--- config.mk ---
export PLATFORM = sky130hd
export DESIGN_NAME = nand_large_page_read_sequencer_flat
export DESIGN_NICKNAME = d
export VERILOG_FILES = /design/src/rtl/nlprs_pkg.sv /design/src/rtl/nlprs_if.sv /design/src/rtl/nand_large_page_read_sequencer.sv /design/src/rtl/nlprs_front.sv /design/src/rtl/nlprs_fifo.sv /design/src/rtl/nlprs_back.sv /design/src/flat_wrapper.sv
export VERILOG_INCLUDE_DIRS = /design/src /design/src/rtl
export SDC_FILE = /design/constraint.sdc
export NUM_CORES = 1
export LEC_CHECK = 0
export BUFFER_PORTS_ARGS = -buffer_cell sky130_fd_sc_hd__buf_2
export CAP_MARGIN = 25
export CORE_ASPECT_RATIO = 0.7
export CORE_MARGIN = 5
export CORE_UTILIZATION = 25
export CTS_CLUSTER_DIAMETER = 80
export CTS_CLUSTER_SIZE = 10
export DETAILED_ROUTE_END_ITERATION = 8
export PLACE_DENSITY = 0.5
export SYNTH_ARGS = -nofsm -noshare
export SYNTH_HDL_FRONTEND = slang
export SYNTH_HIERARCHICAL = 1
export SYNTH_SLANG_ARGS = --single-unit
--- constraint.sdc ---
create_clock -name clk -period 8 [get_ports clk]
set_input_delay 0.8 -clock clk [delete_from_list [all_inputs] [get_ports clk]]
set_output_delay 0.8 -clock clk [all_outputs]
set_load 0.005 [all_outputs]
--- src/rtl/assert_macros.svh ---
// Assertion macros shared by the read sequencer RTL.
// Each macro expects clk and rst_n to be in scope where it is used.
`ifndef ASSERT_MACROS_SVH
`define ASSERT_MACROS_SVH

// The consequent must hold in the same cycle as the antecedent.
`define NLPRS_ASSERT_SAME(label, ante, cons, msg) \
  label: assert property (@(posedge clk) disable iff (!rst_n) (ante) |-> (cons)) \
    else $error(msg);

// The consequent must hold in the cycle after the antecedent.
`define NLPRS_ASSERT_NEXT(label, ante, cons, msg) \
  label: assert property (@(posedge clk) disable iff (!rst_n) (ante) |=> (cons)) \
    else $error(msg);

`endif

--- src/rtl/nlprs_pkg.sv ---
// Package for the NAND large-page read sequencer: widths, codes and the job type.
// Used by the interfaces and by every module of the block.
`timescale 1ns / 1ps

package nlprs_pkg;

  localparam int PAGE_BYTES = 2048;
  localparam int PAGE_W     = $clog2(PAGE_BYTES);
  localparam int ADDR_W     = 29;
  localparam int COUNT_W    = 30;
  localparam int BYTE_W     = 8;
  localparam int OP_W       = 2;
  localparam int ACT_W      = 3;
  localparam int STEP_W     = 3;
  localparam int FIFO_DEPTH = 4;
  localparam int FIFO_AW    = $clog2(FIFO_DEPTH);
  localparam int FIFO_CW    = $clog2(FIFO_DEPTH + 1);

  // Input operation codes.
  localparam logic [OP_W-1:0] OP_START  = 2'd0;
  localparam logic [OP_W-1:0] OP_STATUS = 2'd1;
  localparam logic [OP_W-1:0] OP_DATA   = 2'd2;
  localparam logic [OP_W-1:0] OP_RESET  = 2'd3;

  // Result action codes.
  localparam logic [ACT_W-1:0] ACT_SELECT   = 3'd0;
  localparam logic [ACT_W-1:0] ACT_CMD      = 3'd1;
  localparam logic [ACT_W-1:0] ACT_ADDR     = 3'd2;
  localparam logic [ACT_W-1:0] ACT_DATA     = 3'd3;
  localparam logic [ACT_W-1:0] ACT_DESELECT = 3'd4;
  localparam logic [ACT_W-1:0] ACT_REFUSED  = 3'd5;

  // Flash command bytes.
  localparam logic [BYTE_W-1:0] CMD_READ0  = 8'h00;
  localparam logic [BYTE_W-1:0] CMD_READ1  = 8'h30;
  localparam logic [BYTE_W-1:0] CMD_RESET  = 8'hff;

  // Jobs handed from the front end to the back end; each expands to a
  // fixed sequence of result items.
  typedef enum logic [2:0] {
    JOB_REFUSED,     // refused
    JOB_SEL_DESEL,   // select, deselect
    JOB_SEL_PAGE,    // select, seven page command items
    JOB_DATA,        // data
    JOB_DATA_DESEL,  // data, deselect
    JOB_DATA_PAGE,   // data, seven page command items
    JOB_DESEL,       // deselect
    JOB_RESET        // select, reset command
  } job_kind_t;

  typedef struct packed {
    job_kind_t         kind;
    logic [BYTE_W-1:0] data_byte;
    logic [ADDR_W-1:0] offset;
    logic [ADDR_W-1:0] addr;
  } job_t;

endpackage

--- src/rtl/nlprs_if.sv ---
// Valid/ready channel interfaces for the read sequencer input and result items.
// Depends on nlprs_pkg for the field widths.
`timescale 1ns / 1ps

interface nlprs_in_if;
  logic                             valid;
  logic                             ready;
  logic [nlprs_pkg::OP_W-1:0]       operation;
  logic [nlprs_pkg::ADDR_W-1:0]     start_address;
  logic [nlprs_pkg::COUNT_W-1:0]    byte_count;
  logic                             ready_req;
  logic [nlprs_pkg::BYTE_W-1:0]     flash_byte;

  modport source (output valid, operation, start_address, byte_count, ready_req,
                  flash_byte, input ready);
  modport sink   (input valid, operation, start_address, byte_count, ready_req,
                  flash_byte, output ready);
endinterface

interface nlprs_out_if;
  logic                             valid;
  logic                             ready;
  logic [nlprs_pkg::ACT_W-1:0]      action;
  logic [nlprs_pkg::BYTE_W-1:0]     bus_byte;
  logic [nlprs_pkg::ADDR_W-1:0]     buffer_offset;
  logic                             last;

  modport source (output valid, action, bus_byte, buffer_offset, last, input ready);
  modport sink   (input valid, action, bus_byte, buffer_offset, last, output ready);
endinterface

--- src/rtl/nand_large_page_read_sequencer.sv ---
// Top level of the NAND large-page read sequencer.
// Depends on nlprs_pkg, nlprs_if, nlprs_front, nlprs_fifo and nlprs_back.
//
//   Channel  Port    Direction  Contents
//   input    in_ch   sink       operation, start_address, byte_count, ready_req, flash_byte
//   result   out_ch  source     action, bus_byte, buffer_offset, last
//
// The front end takes one input item per cycle while the four-entry job queue has room.
// Each job leaves the back end as one to eight result items, one per cycle from the
// output register while out_ch.ready is high: eight for a page end, one for a data byte.
// Reset (rst_n low, synchronous) returns the sequencer to idle with an empty queue.
// A stalled result port fills the queue, after which in_ch.ready drops.
`timescale 1ns / 1ps

module nand_large_page_read_sequencer (
  input  logic        clk,
  input  logic        rst_n,
  nlprs_in_if.sink    in_ch,
  nlprs_out_if.source out_ch
);
  import nlprs_pkg::*;

  logic q_full;
  logic q_empty;
  logic push;
  logic pop;
  job_t push_job;
  job_t head;

  nlprs_front u_front (
    .clk    (clk),
    .rst_n  (rst_n),
    .in_ch  (in_ch),
    .q_full (q_full),
    .push   (push),
    .job    (push_job)
  );

  nlprs_fifo u_fifo (
    .clk      (clk),
    .rst_n    (rst_n),
    .push     (push),
    .push_job (push_job),
    .full     (q_full),
    .pop      (pop),
    .empty    (q_empty),
    .head     (head)
  );

  nlprs_back u_back (
    .clk    (clk),
    .rst_n  (rst_n),
    .empty  (q_empty),
    .head   (head),
    .pop    (pop),
    .out_ch (out_ch)
  );

endmodule

--- src/rtl/nlprs_front.sv ---
// Front end: accepts input items, runs the read state machine and emits jobs.
// Depends on nlprs_pkg, nlprs_in_if and assert_macros.svh.
`timescale 1ns / 1ps
`include "assert_macros.svh"

module nlprs_front (
  input  logic             clk,
  input  logic             rst_n,
  nlprs_in_if.sink         in_ch,
  input  logic             q_full,
  output logic             push,
  output nlprs_pkg::job_t  job
);
  import nlprs_pkg::*;

  localparam logic [1:0] PH_IDLE  = 2'd0;
  localparam logic [1:0] PH_WAIT  = 2'd1;
  localparam logic [1:0] PH_DATA  = 2'd2;
  localparam logic [1:0] PH_RESET = 2'd3;

  logic [1:0]        phase_r, phase_nxt;
  logic [ADDR_W-1:0] cur_addr_r, cur_addr_nxt;
  logic [ADDR_W-1:0] end_addr_r, end_addr_nxt;
  logic [PAGE_W-1:0] bip_r, bip_nxt;
  logic [ADDR_W-1:0] buf_pos_r, buf_pos_nxt;

  logic              accept;
  logic              refuse;
  logic [ADDR_W-1:0] cur_inc;
  logic              refused_start;
  logic              reset_taken;

  // An item is taken whenever the job queue has room.
  assign in_ch.ready = !q_full;
  assign accept      = in_ch.valid && in_ch.ready;
  assign cur_inc     = cur_addr_r + {{(ADDR_W-1){1'b0}}, 1'b1};

  // A start is refused when busy, misaligned or larger than the address space.
  assign refuse = (phase_r != PH_IDLE)
               || (in_ch.start_address[PAGE_W-1:0] != '0)
               || (in_ch.byte_count[PAGE_W-1:0] != '0)
               || (in_ch.byte_count[COUNT_W-1] && (in_ch.byte_count[COUNT_W-2:0] != '0));

  // Accepted items that the checks below look at.
  assign refused_start = accept && (in_ch.operation == OP_START) && refuse;
  assign reset_taken   = accept && (in_ch.operation == OP_RESET);

  // Next state and the job for the accepted item.
  always_comb begin
    phase_nxt    = phase_r;
    cur_addr_nxt = cur_addr_r;
    end_addr_nxt = end_addr_r;
    bip_nxt      = bip_r;
    buf_pos_nxt  = buf_pos_r;
    push         = 1'b0;
    job          = '0;
    if (accept) begin
      unique case (in_ch.operation)
        OP_START: begin
          push = 1'b1;
          if (refuse) begin
            job.kind = JOB_REFUSED;
          end else if (in_ch.byte_count == '0) begin
            job.kind = JOB_SEL_DESEL;
          end else begin
            job.kind     = JOB_SEL_PAGE;
            job.addr     = in_ch.start_address;
            cur_addr_nxt = in_ch.start_address;
            end_addr_nxt = in_ch.start_address + in_ch.byte_count[ADDR_W-1:0];
            bip_nxt      = '0;
            buf_pos_nxt  = '0;
            phase_nxt    = PH_WAIT;
          end
        end
        OP_STATUS: begin
          if (in_ch.ready_req) begin
            if (phase_r == PH_WAIT) begin
              phase_nxt = PH_DATA;
              bip_nxt   = '0;
            end else if (phase_r == PH_RESET) begin
              push      = 1'b1;
              job.kind  = JOB_DESEL;
              phase_nxt = PH_IDLE;
            end
          end
        end
        OP_DATA: begin
          if (phase_r == PH_DATA) begin
            push          = 1'b1;
            job.data_byte = in_ch.flash_byte;
            job.offset    = buf_pos_r;
            job.kind      = JOB_DATA;
            buf_pos_nxt   = buf_pos_r + {{(ADDR_W-1){1'b0}}, 1'b1};
            cur_addr_nxt  = cur_inc;
            bip_nxt       = bip_r + {{(PAGE_W-1){1'b0}}, 1'b1};
            // The last byte of a page either ends the read or starts the next page.
            if (bip_r == '1) begin
              if (cur_inc == end_addr_r) begin
                job.kind  = JOB_DATA_DESEL;
                phase_nxt = PH_IDLE;
              end else begin
                job.kind  = JOB_DATA_PAGE;
                job.addr  = cur_inc;
                phase_nxt = PH_WAIT;
              end
            end
          end
        end
        OP_RESET: begin
          push      = 1'b1;
          job.kind  = JOB_RESET;
          phase_nxt = PH_RESET;
        end
        default: begin
          push = 1'b0;
        end
      endcase
    end
  end

  // State registers.
  always_ff @(posedge clk) begin
    if (!rst_n) begin
      phase_r    <= PH_IDLE;
      cur_addr_r <= '0;
      end_addr_r <= '0;
      bip_r      <= '0;
      buf_pos_r  <= '0;
    end else begin
      phase_r    <= phase_nxt;
      cur_addr_r <= cur_addr_nxt;
      end_addr_r <= end_addr_nxt;
      bip_r      <= bip_nxt;
      buf_pos_r  <= buf_pos_nxt;
    end
  end

  `NLPRS_ASSERT_NEXT(a_refuse_hold, refused_start, $stable(phase_r), "refused start moved phase")
  `NLPRS_ASSERT_NEXT(a_reset_wait, reset_taken, phase_r == PH_RESET, "reset not entered")
  `NLPRS_ASSERT_SAME(a_push_needs_room, push, !q_full, "job produced while queue full")

endmodule

--- src/rtl/nlprs_fifo.sv ---
// Small job queue between the front end and the back end.
// Depends on nlprs_pkg and assert_macros.svh.
`timescale 1ns / 1ps
`include "assert_macros.svh"

module nlprs_fifo (
  input  logic             clk,
  input  logic             rst_n,
  input  logic             push,
  input  nlprs_pkg::job_t  push_job,
  output logic             full,
  input  logic             pop,
  output logic             empty,
  output nlprs_pkg::job_t  head
);
  import nlprs_pkg::*;

  job_t               q_r [FIFO_DEPTH];
  logic [FIFO_AW-1:0] wr_ptr_r, rd_ptr_r;
  logic [FIFO_CW-1:0] cnt_r;

  assign full  = (cnt_r == FIFO_CW'(FIFO_DEPTH));
  assign empty = (cnt_r == '0);
  assign head  = q_r[rd_ptr_r];

  // Storage, written only at the write pointer.
  always_ff @(posedge clk) begin
    if (push) begin
      q_r[wr_ptr_r] <= push_job;
    end
  end

  // Pointers and fill count.
  always_ff @(posedge clk) begin
    if (!rst_n) begin
      wr_ptr_r <= '0;
      rd_ptr_r <= '0;
      cnt_r    <= '0;
    end else begin
      if (push) begin
        wr_ptr_r <= wr_ptr_r + {{(FIFO_AW-1){1'b0}}, 1'b1};
      end
      if (pop) begin
        rd_ptr_r <= rd_ptr_r + {{(FIFO_AW-1){1'b0}}, 1'b1};
      end
      if (push && !pop) begin
        cnt_r <= cnt_r + {{(FIFO_CW-1){1'b0}}, 1'b1};
      end else if (pop && !push) begin
        cnt_r <= cnt_r - {{(FIFO_CW-1){1'b0}}, 1'b1};
      end
    end
  end

  `NLPRS_ASSERT_SAME(a_no_overflow, push, !full, "push into full queue")
  `NLPRS_ASSERT_SAME(a_no_underflow, pop, !empty, "pop from empty queue")

endmodule

--- src/rtl/nlprs_back.sv ---
// Back end: expands each queued job into its result items through an output register.
// Depends on nlprs_pkg, nlprs_out_if and assert_macros.svh.
`timescale 1ns / 1ps
`include "assert_macros.svh"

module nlprs_back (
  input  logic             clk,
  input  logic             rst_n,
  input  logic             empty,
  input  nlprs_pkg::job_t  head,
  output logic             pop,
  nlprs_out_if.source      out_ch
);
  import nlprs_pkg::*;

  logic [STEP_W-1:0] step_r;
  logic              out_valid_r;
  logic [ACT_W-1:0]  action_r;
  logic [BYTE_W-1:0] bus_byte_r;
  logic [ADDR_W-1:0] offset_r;
  logic              last_r;

  logic              load;
  logic [STEP_W-1:0] last_step;
  logic [ACT_W-1:0]  res_action;
  logic [BYTE_W-1:0] res_byte;
  logic [ADDR_W-1:0] res_offset;
  logic              res_last;
  logic [ACT_W-1:0]  pg_action;
  logic [BYTE_W-1:0] pg_byte;

  assign load = !empty && (!out_valid_r || out_ch.ready);
  assign res_last = (step_r == last_step);
  assign pop = load && res_last;

  // Index of the final item for each job kind.
  always_comb begin
    unique case (head.kind) inside
      JOB_SEL_PAGE, JOB_DATA_PAGE:               last_step = STEP_W'(7);
      JOB_SEL_DESEL, JOB_DATA_DESEL, JOB_RESET:  last_step = STEP_W'(1);
      default:                                   last_step = '0;
    endcase
  end

  // Page read command: read command, two column bytes, three row bytes, confirm.
  always_comb begin
    pg_action = ACT_ADDR;
    pg_byte   = '0;
    unique case (step_r)
      3'd1: begin
        pg_action = ACT_CMD;
        pg_byte   = CMD_READ0;
      end
      3'd2: pg_byte = head.addr[7:0];
      3'd3: pg_byte = {5'b0, head.addr[PAGE_W-1:8]};
      3'd4: pg_byte = head.addr[PAGE_W+7:PAGE_W];
      3'd5: pg_byte = head.addr[PAGE_W+15:PAGE_W+8];
      3'd6: pg_byte = {6'b0, head.addr[ADDR_W-1:PAGE_W+16]};
      3'd7: begin
        pg_action = ACT_CMD;
        pg_byte   = CMD_READ1;
      end
      default: begin
        pg_action = ACT_ADDR;
        pg_byte   = '0;
      end
    endcase
  end

  // Result item for the current step of the head job.
  always_comb begin
    res_action = ACT_DESELECT;
    res_byte   = '0;
    res_offset = '0;
    if (step_r == '0) begin
      unique case (head.kind) inside
        JOB_REFUSED: res_action = ACT_REFUSED;
        JOB_SEL_DESEL, JOB_SEL_PAGE, JOB_RESET: res_action = ACT_SELECT;
        JOB_DATA, JOB_DATA_DESEL, JOB_DATA_PAGE: begin
          res_action = ACT_DATA;
          res_byte   = head.data_byte;
          res_offset = head.offset;
        end
        default: res_action = ACT_DESELECT;
      endcase
    end else begin
      unique case (head.kind) inside
        JOB_SEL_PAGE, JOB_DATA_PAGE: begin
          res_action = pg_action;
          res_byte   = pg_byte;
        end
        JOB_RESET: begin
          res_action = ACT_CMD;
          res_byte   = CMD_RESET;
        end
        default: res_action = ACT_DESELECT;
      endcase
    end
  end

  // Step counter and output valid.
  always_ff @(posedge clk) begin
    if (!rst_n) begin
      step_r      <= '0;
      out_valid_r <= 1'b0;
    end else begin
      if (load) begin
        step_r      <= res_last ? '0 : step_r + {{(STEP_W-1){1'b0}}, 1'b1};
        out_valid_r <= 1'b1;
      end else if (out_ch.ready) begin
        out_valid_r <= 1'b0;
      end
    end
  end

  // Output payload register.
  always_ff @(posedge clk) begin
    if (load) begin
      action_r   <= res_action;
      bus_byte_r <= res_byte;
      offset_r   <= res_offset;
      last_r     <= res_last;
    end
  end

  assign out_ch.valid         = out_valid_r;
  assign out_ch.action        = action_r;
  assign out_ch.bus_byte      = bus_byte_r;
  assign out_ch.buffer_offset = offset_r;
  assign out_ch.last          = last_r;

  `NLPRS_ASSERT_SAME(a_step_needs_job, step_r != '0, !empty, "mid-job step with empty queue")
  `NLPRS_ASSERT_NEXT(a_pop_gives_last, pop, out_valid_r && last_r, "job retired without last")

endmodule

--- src/flat_wrapper.sv ---
// flat-port wrapper written by rule: the top's interface ports become plain ports
module nand_large_page_read_sequencer_flat import nlprs_pkg::*;
  (clk, rst_n, in_ch_valid, in_ch_operation, in_ch_start_address, in_ch_byte_count, in_ch_ready_req, in_ch_flash_byte, in_ch_ready, out_ch_valid, out_ch_action, out_ch_bus_byte, out_ch_buffer_offset, out_ch_last, out_ch_ready);
  nlprs_in_if in_ch_i ();
  nlprs_out_if out_ch_i ();
  input  logic clk;
  input  logic rst_n;
  input wire logic [$bits(in_ch_i.valid)-1:0] in_ch_valid;
  input wire logic [$bits(in_ch_i.operation)-1:0] in_ch_operation;
  input wire logic [$bits(in_ch_i.start_address)-1:0] in_ch_start_address;
  input wire logic [$bits(in_ch_i.byte_count)-1:0] in_ch_byte_count;
  input wire logic [$bits(in_ch_i.ready_req)-1:0] in_ch_ready_req;
  input wire logic [$bits(in_ch_i.flash_byte)-1:0] in_ch_flash_byte;
  output wire logic [$bits(in_ch_i.ready)-1:0] in_ch_ready;
  output wire logic [$bits(out_ch_i.valid)-1:0] out_ch_valid;
  output wire logic [$bits(out_ch_i.action)-1:0] out_ch_action;
  output wire logic [$bits(out_ch_i.bus_byte)-1:0] out_ch_bus_byte;
  output wire logic [$bits(out_ch_i.buffer_offset)-1:0] out_ch_buffer_offset;
  output wire logic [$bits(out_ch_i.last)-1:0] out_ch_last;
  input wire logic [$bits(out_ch_i.ready)-1:0] out_ch_ready;
  assign in_ch_i.valid = in_ch_valid;
  assign in_ch_i.operation = in_ch_operation;
  assign in_ch_i.start_address = in_ch_start_address;
  assign in_ch_i.byte_count = in_ch_byte_count;
  assign in_ch_i.ready_req = in_ch_ready_req;
  assign in_ch_i.flash_byte = in_ch_flash_byte;
  assign in_ch_ready = in_ch_i.ready;
  assign out_ch_valid = out_ch_i.valid;
  assign out_ch_action = out_ch_i.action;
  assign out_ch_bus_byte = out_ch_i.bus_byte;
  assign out_ch_buffer_offset = out_ch_i.buffer_offset;
  assign out_ch_last = out_ch_i.last;
  assign out_ch_i.ready = out_ch_ready;
  nand_large_page_read_sequencer u_core (.clk(clk), .rst_n(rst_n), .in_ch(in_ch_i), .out_ch(out_ch_i));
endmodule
==> results of run 1 <==
==> where the power goes <==
group          internal, mW  switching [mW]  total, mW
sequential             2.61           0.119       2.73
clock                  1.17           0.894       2.07
combinational         0.541           0.679       1.22
==> flip-flops by register name, summed over array words and instances (netlist names), named ones only <==
register,cells
u_core/u_fifo/cnt_r,3
u_core/u_front/phase_r,2
u_core/u_back/out_ch.bus_byte,8
u_core/u_fifo/rd_ptr_r,2
u_core/u_fifo/wr_ptr_r,2
u_core/u_back/out_ch.valid,1
u_core/u_back/out_ch.action,3
u_core/u_front/bip_r,11
u_core/u_front/cur_addr_r,29
u_core/u_front/end_addr_r,29
u_core/u_fifo/q_r,276
u_core/u_back/step_r,3
u_core/u_back/out_ch.last,1
u_core/u_front/buf_pos_r,29
u_core/u_back/out_ch.buffer_offset,29
==> metal layers <==
metal	track usage [%]	part of all wire (%)	up-vias
li1	-	-	6610
met3	2.378	5.5	87
met2	18.79	45	347
met5	0	0	-
met1	17.11	47	6946
met4	3.173	2.3	0
==> layout make-up <==
| cell class | instances | area, µm² |
|---|---|---|
| fillers | 8320 | 58480 |
| flip-flops and latches | 430 | 11790 |
| multi-input cells | 1132 | 8361 |
| clock buffers | 85 | 1383 |
| well taps | 1080 | 1351 |
| repair buffers | 141 | 843.3 |
| inverters | 48 | 180.2 |
| clock inverters | 4 | 77.57 |
| diodes | 3 | 7.507 |
==> cells in the final DEF, fill, tap and decap left out, drive strengths merged, types with 6 or more instances in the layout <==
cell / n
nor2b: 19
a21oi: 83
nor3: 59
nor2: 89
inv: 47
or3: 17
o211ai: 6
o21ai: 85
ha: 46
or2: 6
xor2: 35
nand3b: 7
o22ai: 15
edfxtp: 317
a31oi: 8
o31ai: 6
a211oi: 7
nand3: 54
and3: 28
buf: 141
clkbuf: 85
nand4: 30
mux4: 69
or4: 7
dfxtp: 113
a21boi: 21
a22oi: 6
o21a: 14
nor4: 29
xnor2: 62
nand2b: 8
a21o: 13
nor3b: 6
and2: 105
nand2: 122
==> cell families (layout without fill, tap and decap cells) <==
logic type / count (synthesis) / in the layout / synth area share (%)
and+or+nand+nor: 596 / 596 / 15.17
xor gates and xnor gates: 100 / 100 / 4.448
other: 0 / 3 / 0
buffers and inverters: 148 / 278 / 3.324
AOI/OAI and AO/OA: 314 / 314 / 9.787
muxes: 74 / 74 / 7.713
adders and majority gates: 48 / 48 / 2.958
DFF: 430 / 430 / 56.60
==> worst paths after layout <==
path / start / to / slack [ns]
setup / recovery: u_core/u_front/cur_addr_r[0] / u_core/u_fifo/q_r[2][22] / 3.68
hold / removal: u_core/u_front/end_addr_r[21] / u_core/u_front/end_addr_r[21] / 0.48
setup reg to reg: u_core/u_front/cur_addr_r[0] / u_core/u_fifo/q_r[2][22] / 3.68
hold reg to reg: u_core/u_front/end_addr_r[21] / u_core/u_front/end_addr_r[21] / 0.48
==> worst max-delay path, delay by kind of cell (launching register included) <==
kind | cells | cell delay, ns
AO/OA/AOI/OAI | 2 | 0.61
adder cells (fa/ha/maj) | 1 | 0.41
AND/OR/NAND/NOR | 7 | 2.43
flip-flops | 1 | 0.51
==> run_results.csv, run 1 <==
group,metric,value,unit
final_layout,utilization,29.09,%
logic_synthesis,synth_top_cell_by_area,"edfxtp_1",
floorplan,die-area,89220,µm²
worst_setup_path,worstPathArrival,4.60,ns
worst_setup_path,end_kind,"flip-flop",
sta,skew,0.02945,ns
final_layout,final_nets,1924,
sta,whs,0.4808,ns
detailed_routing,drc,0,
clocking,cts.clk_slew.worst_paths,0.06,ns
worst_setup_path,cp_slowest_stage_delay,0.62,ns
sta,final-hold-violation-count,0,
global_route,antenna_found_initial,2,
detailed_routing,vias,13990,
global_route,grt_max_degree,77,
floorplan,die_h,251.4,µm
sta,max_freq,0.2314,GHz
power,leakage,8.024,nW
logic_synthesis,ys.flop_type,"edfxtp_1",
clocking,cts_hold_buf,0,
placed_design,gp_congestion,0.8656,
placed_design,dp_cells,2828,
floorplan,start_util,25.24,%
sta,fin_tns_setup,0,ns
detailed_routing,wl_per_cell,18.91,µm
worst_setup_path,crit_type,"reg -> reg",
sta,worst_slew_pin_slew,1.012,ns
logic_synthesis,synth_seq_cells,430,
detailed_routing,drt_iter0_drc,1229,
final_layout,layout.cells.non_filler,2923,
logic_synthesis,ys_seq_area_share,56.60,%
sta,slew_headroom,32.55,%
sta,min_period,4.322,ns
detailed_routing,drt_wl_total,55270,µm
logic_synthesis,syn_nets,1832,
power,cellPowerDensity,251.0,nW/µm²
sta,setup_viol,0,
sta,slew_viol_final,0,
outcome,outcome,"complete, no violations",
run,maxCapViolCount,0,
hold_path,whs_path_depth,2,
clocking,cts_resized,0,
logic_synthesis,yosys.cell_types.count,83,
final_layout,drive_gt1_share,16.41,%
global_route,grt_pass1_wl,84610,µm
floorplan,num_rows,88,
logic_synthesis,ys_warn_count,6,
clocking,clockBufferDepth,3,
worst_setup_path,rr_worst_depth,10,
logic_synthesis,synth_edf_count,317,
hold_path,min_path_type,"reg -> reg",
floorplan,core_area,82470,µm²
logic_synthesis,syn_area,20810,µm²
clocking,numCtsBuffers,49,
worst_setup_path,worstSetupStartpointType,"flip-flop",
global_route,gr-total-overflow,0,
placed_design,dpl_cell_area,22460,µm²
clocking,cts_tree,"done",
floorplan,io_pins,117,
clocking,postCtsSetupRepairBufs,0,
clocking,cts.sinks,430,
worst_setup_path,path_cells,"ha_1 -> and3_1 -> nand3_4 -> o311a_1 -> or4_1 -> nor4_1 -> nand4_1 -> or4_4 -> nand2_8 -> o21ai_0",
sta,min_period_over_period,54.03,%
worst_setup_path,critPathMaxFanout,28,
floorplan,fp.dieW,354.9,µm
worst_setup_path,cp.required,8.28,ns
sta,rsz0062_at_grt,"false",
placed_design,hpwl,38200,µm
logic_synthesis,synth.avg_cell_area,12.17,µm²
logic_synthesis,async_flop_share,0,%
power,vdd_ir_drop_max,150.5,µV
logic_synthesis,syn_inst,1710,
global_route,grtUsageTotal,12.02,%
power,finalPower,6.022,mW
logic_synthesis,yosysMostFrequentCell,"edfxtp_1",
global_route,grt_pass1_vias,13920,
logic_synthesis,synth_commonest_cells,"edfxtp_1, nand2_1, dfxtp_1, and2_1, nor2_1",
detailed_routing,viasPerCell,4.786,
sta,layout_setup_ws,3.678,ns
placed_design,port_buffers,116,
clocking,insertion_delay,0.60,ns
detailed_routing,ant_nets,0,
worst_setup_path,slowest_stage,"or4_4",
logic_synthesis,synth_top_area_share,45.73,%
clocking,clock-root-buffer,"clkbuf_16",
logic_synthesis,synth.area.top_cells,"edfxtp_1, dfxtp_1, mux4_2",
placed_design,dpl_worst_slack,2.999,ns
final_layout,design_area,23990,µm²
final_layout,area_delta_synth_final,15.26,%
clocking,htreeDepth,2,
detailed_routing,drt_first_pass_iters,5,
No activity file was read; power rests on OpenSTA's default activity.
==> inputs of run 2 (changes only) <==
--- a/config.mk
+++ b/config.mk
@@ -14,7 +14,7 @@
 export CTS_CLUSTER_DIAMETER = 80
 export CTS_CLUSTER_SIZE = 10
 export DETAILED_ROUTE_END_ITERATION = 8
-export PLACE_DENSITY = 0.5
+export PLACE_DENSITY = 0.52
 export SYNTH_ARGS = -nofsm -noshare
 export SYNTH_HDL_FRONTEND = slang
 export SYNTH_HIERARCHICAL = 1
==> constraint.sdc (replaced) <==
create_clock -name clk -period 3.6 [get_ports clk]
set_input_delay 0.36 -clock clk [delete_from_list [all_inputs] [get_ports clk]]
set_output_delay 0.36 -clock clk [all_outputs]
set_load 0.005 [all_outputs]
==> run_results.csv, run 2 (synthesized netlist as in run 1, its figures left out) <==
group,metric,value,unit
detailed_routing,viasPerCell,4.813,
power,leakage,8.526,nW
clocking,clock-root-buffer,"clkbuf_16",
worst_setup_path,critPathMaxFanout,15,
sta,slew_viol_final,0,
sta,max_freq,0.2871,GHz
final_layout,final_cell_mix,"edfxtp_1, nand2_1, buf_2",
final_layout,utilization,30.17,%
sta,slew_headroom,44.48,%
worst_setup_path,cp.required,3.90,ns
floorplan,die-area,89220,µm²
detailed_routing,vias,14520,
hold_path,whs_path_depth,3,
floorplan,num_rows,88,
floorplan,fp.dieW,354.9,µm
final_layout,layout_commonest_cell,"edfxtp_1",
placed_design,port_buffers,116,
sta,whs,0.1178,ns
global_route,grt_pass1_wl,89740,µm
detailed_routing,drt_first_pass_iters,7,
sta,skew,0.02294,ns
floorplan,start_util,25.24,%
final_layout,area_delta_synth_final,19.54,%
placed_design,dp_cells,2919,
clocking,htreeDepth,2,
clocking,cts_hold_buf,0,
sta,min_period_over_period,96.77,%
clocking,cts.sinks,430,
power,finalPower,13.60,mW
final_layout,num_antenna_cells,0,
worst_setup_path,worstSetupStartpointType,"flip-flop",
global_route,antenna_found_initial,3,
sta,min_period,3.484,ns
floorplan,die_h,251.4,µm
sta,worst_slew_pin_slew,0.8268,ns
final_layout,max_flop_register,"u_core/u_fifo/q_r",
clocking,numCtsBuffers,49,
final_layout,drive_gt1_share,21.63,%
clocking,clockBufferDepth,3,
power,cellPowerDensity,546.7,nW/µm²
detailed_routing,drt_wl_total,59480,µm
placed_design,gp_congestion,0.8929,
placed_design,hpwl,42520,µm
clocking,insertion_delay,0.59,ns
worst_setup_path,worstPathArrival,3.79,ns
floorplan,core_area,82470,µm²
sta,rsz0062_at_grt,"false",
worst_setup_path,rr_worst_depth,11,
global_route,grt_pass1_vias,14370,
run,maxCapViolCount,0,
global_route,grtUsageTotal,12.98,%
detailed_routing,drt_iter0_drc,1214,
sta,final-hold-violation-count,0,
detailed_routing,wl_per_cell,19.71,µm
outcome,outcome,"complete, no violations",
detailed_routing,ant_nets,0,
hold_path,min_path_type,"in -> reg",
floorplan,io_pins,117,
final_layout,largest_register_ffs,276,
global_route,grt_max_degree,43,
sta,setup_viol,0,
clocking,cts_tree,"done",
global_route,gr-total-overflow,0,
final_layout,final_nets,2020,
worst_setup_path,end_kind,"flip-flop",
worst_setup_path,crit_type,"reg -> reg",
detailed_routing,drc,0,
power,vdd_ir_drop_max,318.0,µV
final_layout,layout.cells.non_filler,3017,
clocking,cts.clk_slew.worst_paths,0.06,ns
run 2: final cells by class:
type,instances,area [µm²]
clock inverter,3,41.29
tap,1080,1351
sequential,430,11790
multi-input combinational,1132,8459
fill,8204,57590
timing repair buffer,237,1639
clock buffer,87,1420
inverter,48,180.2
run 2: worst max-delay path: stages, from the launching register on:
cell,delay [ns]
dfxtp_1,0.39
and3_2,0.28
nand2_2,0.12
or4_4,0.55
buf_4,0.16
nand3b_1,0.08
o21ai_0,0.12
a2111o_1,0.42
or4_4,0.62
nand2_8,0.16
buf_4,0.17
o21ai_2,0.08
run 2: worst paths after layout:
path,from,to,slack (ns)
max,u_core/u_front/cur_addr_r[11],u_core/u_fifo/q_r[0][25],0.12
max reg2reg,u_core/u_front/cur_addr_r[11],u_core/u_fifo/q_r[0][25],0.12
min reg2reg,u_core/u_front/end_addr_r[21],u_core/u_front/end_addr_r[21],0.47
min,out_ch_ready,u_core/u_back/out_ch.valid,0.12
run 2: power breakdown:
part,switching (mW),internal [mW]
combinational,1.69,1.30
clock,1.97,2.66
sequential,0.180,5.81
total,3.84,9.76
run 2: repair_timing:
action                     4_1_cts  5_1_grt
gates resized for setup          4       23
pin swaps                        2        5
buffers inserted                 1        7
setup endpoints to repair      119      121
run 2: metal layers:
metal  part of all wire (%)  vias to the layer above  GRT usage (%)
li1                       -                     6794              -
met1                     50                     7250          19.53
met2                     43                      384          19.49
met3                    4.9                       88          1.995
met4                    2.4                        4          3.425
met5                  0.037                        -              0
run 2: per-stage QoR:
| stage | cell area (µm²) | setup TNS [ns] | setup WS (ns) |
|---|---|---|---|
| 6_report | 24880 | 0 | 0.1163 |
| 5_1_grt | 24880 | 0 | 0.008023 |
| 4_1_cts | 24740 | 0 | 0.005761 |
| 3_5_place_dp | 23260 | -11.65 | -0.1670 |
| 3_3_place_gp | 23240 | -4.115 | -0.09602 |
| 2_1_floorplan | 20820 | 0 | 0.2511 |
==> inputs of run 3 (changes only) <==
--- a/config.mk
+++ b/config.mk
@@ -6,6 +6,7 @@
 export SDC_FILE = /design/constraint.sdc
 export NUM_CORES = 1
 export LEC_CHECK = 0
+export ABC_AREA = 1
 export BUFFER_PORTS_ARGS = -buffer_cell sky130_fd_sc_hd__buf_2
 export CAP_MARGIN = 25
 export CORE_ASPECT_RATIO = 0.7
==> run_results.csv, run 3 <==
group,metric,value,unit
global_route,gr-total-overflow,0,
sta,max_freq,0.3196,GHz
worst_setup_path,crit_type,"reg -> reg",
detailed_routing,ant_nets,0,
logic_synthesis,yosysMostFrequentCell,"nand2_1",
final_layout,final_cell_mix,"nand2_1, nor2_1, edfxtp_1",
power,power.share.clock,32.3,%
clocking,cts.sinks,430,
detailed_routing,drt_wl_total,64600,µm
power,vdd_ir_drop_max,427.4,µV
final_layout,utilization,29.10,%
logic_synthesis,synth_edf_count,317,
power,leakage,8.994,nW
sta,slew_headroom,33.72,%
sta,min_period_over_period,86.91,%
clocking,htreeDepth,2,
clocking,insertion_delay,0.59,ns
clocking,clock-root-buffer,"clkbuf_16",
sta,worst_slew_pin_slew,0.9942,ns
clocking,cts.clk_slew.worst_paths,0.06,ns
final_layout,layout_commonest_cell,"nand2_1",
global_route,antenna_found_initial,5,
floorplan,num_rows,90,
floorplan,start_util,25.25,%
worst_setup_path,worstPathArrival,3.43,ns
worst_setup_path,worstSetupStartpointType,"flip-flop",
clocking,clockBufferDepth,3,
detailed_routing,drc,0,
sta,skew,0.03113,ns
final_layout,seqCellArea,11790,µm²
logic_synthesis,syn_inst,2462,
power,power.switching,4.540,mW
detailed_routing,drt_iter0_drc,1472,
floorplan,fp.dieW,362.8,µm
global_route,grtUsageTotal,13.44,%
final_layout,drive_gt1_share,11.32,%
sta,slew_viol_final,0,
sta,final-hold-violation-count,0,
floorplan,io_pins,117,
placed_design,port_buffers,116,
sta,setup_viol,0,
power,comb_power_share,24.5,%
global_route,grt_pass1_wl,99400,µm
power,cellPowerDensity,557.0,nW/µm²
clocking,cts_tree,"done",
detailed_routing,vias,17630,
logic_synthesis,yosys.cell_types.count,53,
power,p_int,9.442,mW
floorplan,core_area,86260,µm²
outcome,outcome,"complete, no violations",
logic_synthesis,ys.flop_type,"edfxtp_1",
clocking,cts_resized,0,
floorplan,die_h,256.9,µm
logic_synthesis,synth_top_area_share,43.71,%
global_route,grt_pass1_vias,16400,
logic_synthesis,syn_area,21780,µm²
logic_synthesis,ys_warn_count,6,
logic_synthesis,ys_seq_area_share,54.09,%
final_layout,largest_register_ffs,276,
worst_setup_path,cp.required,3.90,ns
sta,whs,0.1048,ns
global_route,grt_max_degree,93,
worst_setup_path,end_kind,"flip-flop",
power,power.share.switching,32.47,%
final_layout,multiInputGateArea,8722,µm²
final_layout,area_delta_synth_final,15.26,%
placed_design,hpwl,44980,µm
logic_synthesis,async_flop_share,0,%
hold_path,min_path_type,"in -> reg",
logic_synthesis,synth.avg_cell_area,8.846,µm²
run,maxCapViolCount,0,
sta,min_period,3.129,ns
logic_synthesis,syn_nets,2584,
clocking,cts_hold_buf,0,
power,seqPwrFrac,43.2,%
logic_synthesis,synth_seq_cells,430,
logic_synthesis,synth.area.top_cells,"edfxtp_1, dfxtp_1, nand2_1",
clocking,postCtsSetupRepairBufs,0,
placed_design,gp_congestion,0.8923,
final_layout,max_flop_register,"u_core/u_fifo/q_r",
detailed_routing,drt_first_pass_iters,6,
final_layout,fill_cells,9240,
final_layout,final_nets,2699,
detailed_routing,wl_per_cell,17.15,µm
logic_synthesis,synth_top_cell_by_area,"edfxtp_1",
floorplan,die-area,93210,µm²
detailed_routing,viasPerCell,4.680,
sta,fin_tns_setup,0,ns
worst_setup_path,critPathMaxFanout,11,
sta,rsz0062_at_grt,"false",
clocking,numCtsBuffers,49,
logic_synthesis,synth_commonest_cells,"nand2_1, nor2_1, edfxtp_1, inv_1, a21oi_1",
## run 3: changes by cell type after synthesis, sizes merged, moves of 61 or more
cell,change
nand2,+405
nor2,+284
inv,+150
o21ai,+114
and2,-103
nand3,+85
mux4,-69
a21oi,+61
## run 3: stage by stage
stage                     worst slack, ns  power [mW]  cell area (µm²)  cells
after floorplan                    0.2793       8.442            21780   2462
after global placement             0.5596       9.614            23690   3676
after detailed placement           0.4964       9.617            23690   3676
after CTS                          0.4826       14.19            25100   3765
after global routing               0.1887       14.84            25100   3765
final                              0.4714       13.98            25100   3767
## run 3: cell type report
type	count	share of cell area [%]
clock buffers	86	5.477
multi-input cells	1738	34.74
flip-flops and latches	430	46.95
inverters	196	2.966
clock inverters	3	0.1246
repair buffers	162	3.987
diodes	2	0.01994
well taps	1150	5.732
## run 3: layer usage
layer  track usage, %  share of wire, %
met1            20.46                50
met2            19.64                42
met3            2.586               6.0
met4            2.893               2.0
met5                0             0.020
## run 3: cells by family (layout without fill, tap and decap cells)
family,after synthesis,in the layout,synth area share [%]
XOR/XNOR,52,52,2.154
other,0,2,0
buffers and inverters,294,447,5.888
adder cells (fa/ha/maj),48,48,2.826
AND/OR/NAND/NOR,1172,1172,23.38
AO/OA/AOI/OAI,466,466,11.66
flip-flops,430,430,54.09
## run 3: critical path: stages (launching register included)
cell,delay (ns)
dfxtp_1,0.46
ha_1,0.25
nand2_2,0.13
nor2_8,0.19
nand2_4,0.09
nor2_2,0.19
nand2_1,0.10
nand2_1,0.11
nand2_1,0.05
nand2_1,0.08
nand2_1,0.06
nor2_1,0.14
nand2_1,0.08
nor2_2,0.17
nand4_4,0.20
nand2_2,0.37
nor3b_1,0.16
## run 3: final timing paths
| path | start | end | slack, ns | cells past startpoint |
|---|---|---|---|---|
| setup / recovery | u_core/u_front/cur_addr_r[0] | u_core/u_fifo/q_r[2][1] | 0.47 | 16 |
| hold reg to reg | u_core/u_fifo/rd_ptr_r[1] | flip-flop | 0.44 | 1 |
| setup reg to reg | u_core/u_front/cur_addr_r[0] | u_core/u_fifo/q_r[2][1] | 0.47 | 16 |
| hold / removal | in_ch_start_address[17] | u_core/u_front/cur_addr_r[17] | 0.10 | 3 |
## run 3: power by group through the flow
| stage | Clock, mW | Combinational, mW | Sequential, mW |
|---|---|---|---|
| global route | 4.89 | 3.85 | 6.10 |
| finish | 4.51 | 3.43 | 6.04 |
| CTS | 4.66 | 3.48 | 6.06 |
| global placement | 0 | 3.46 | 6.15 |
| detailed placement | 0 | 3.47 | 6.15 |
| floorplan | 0 | 2.32 | 6.12 |
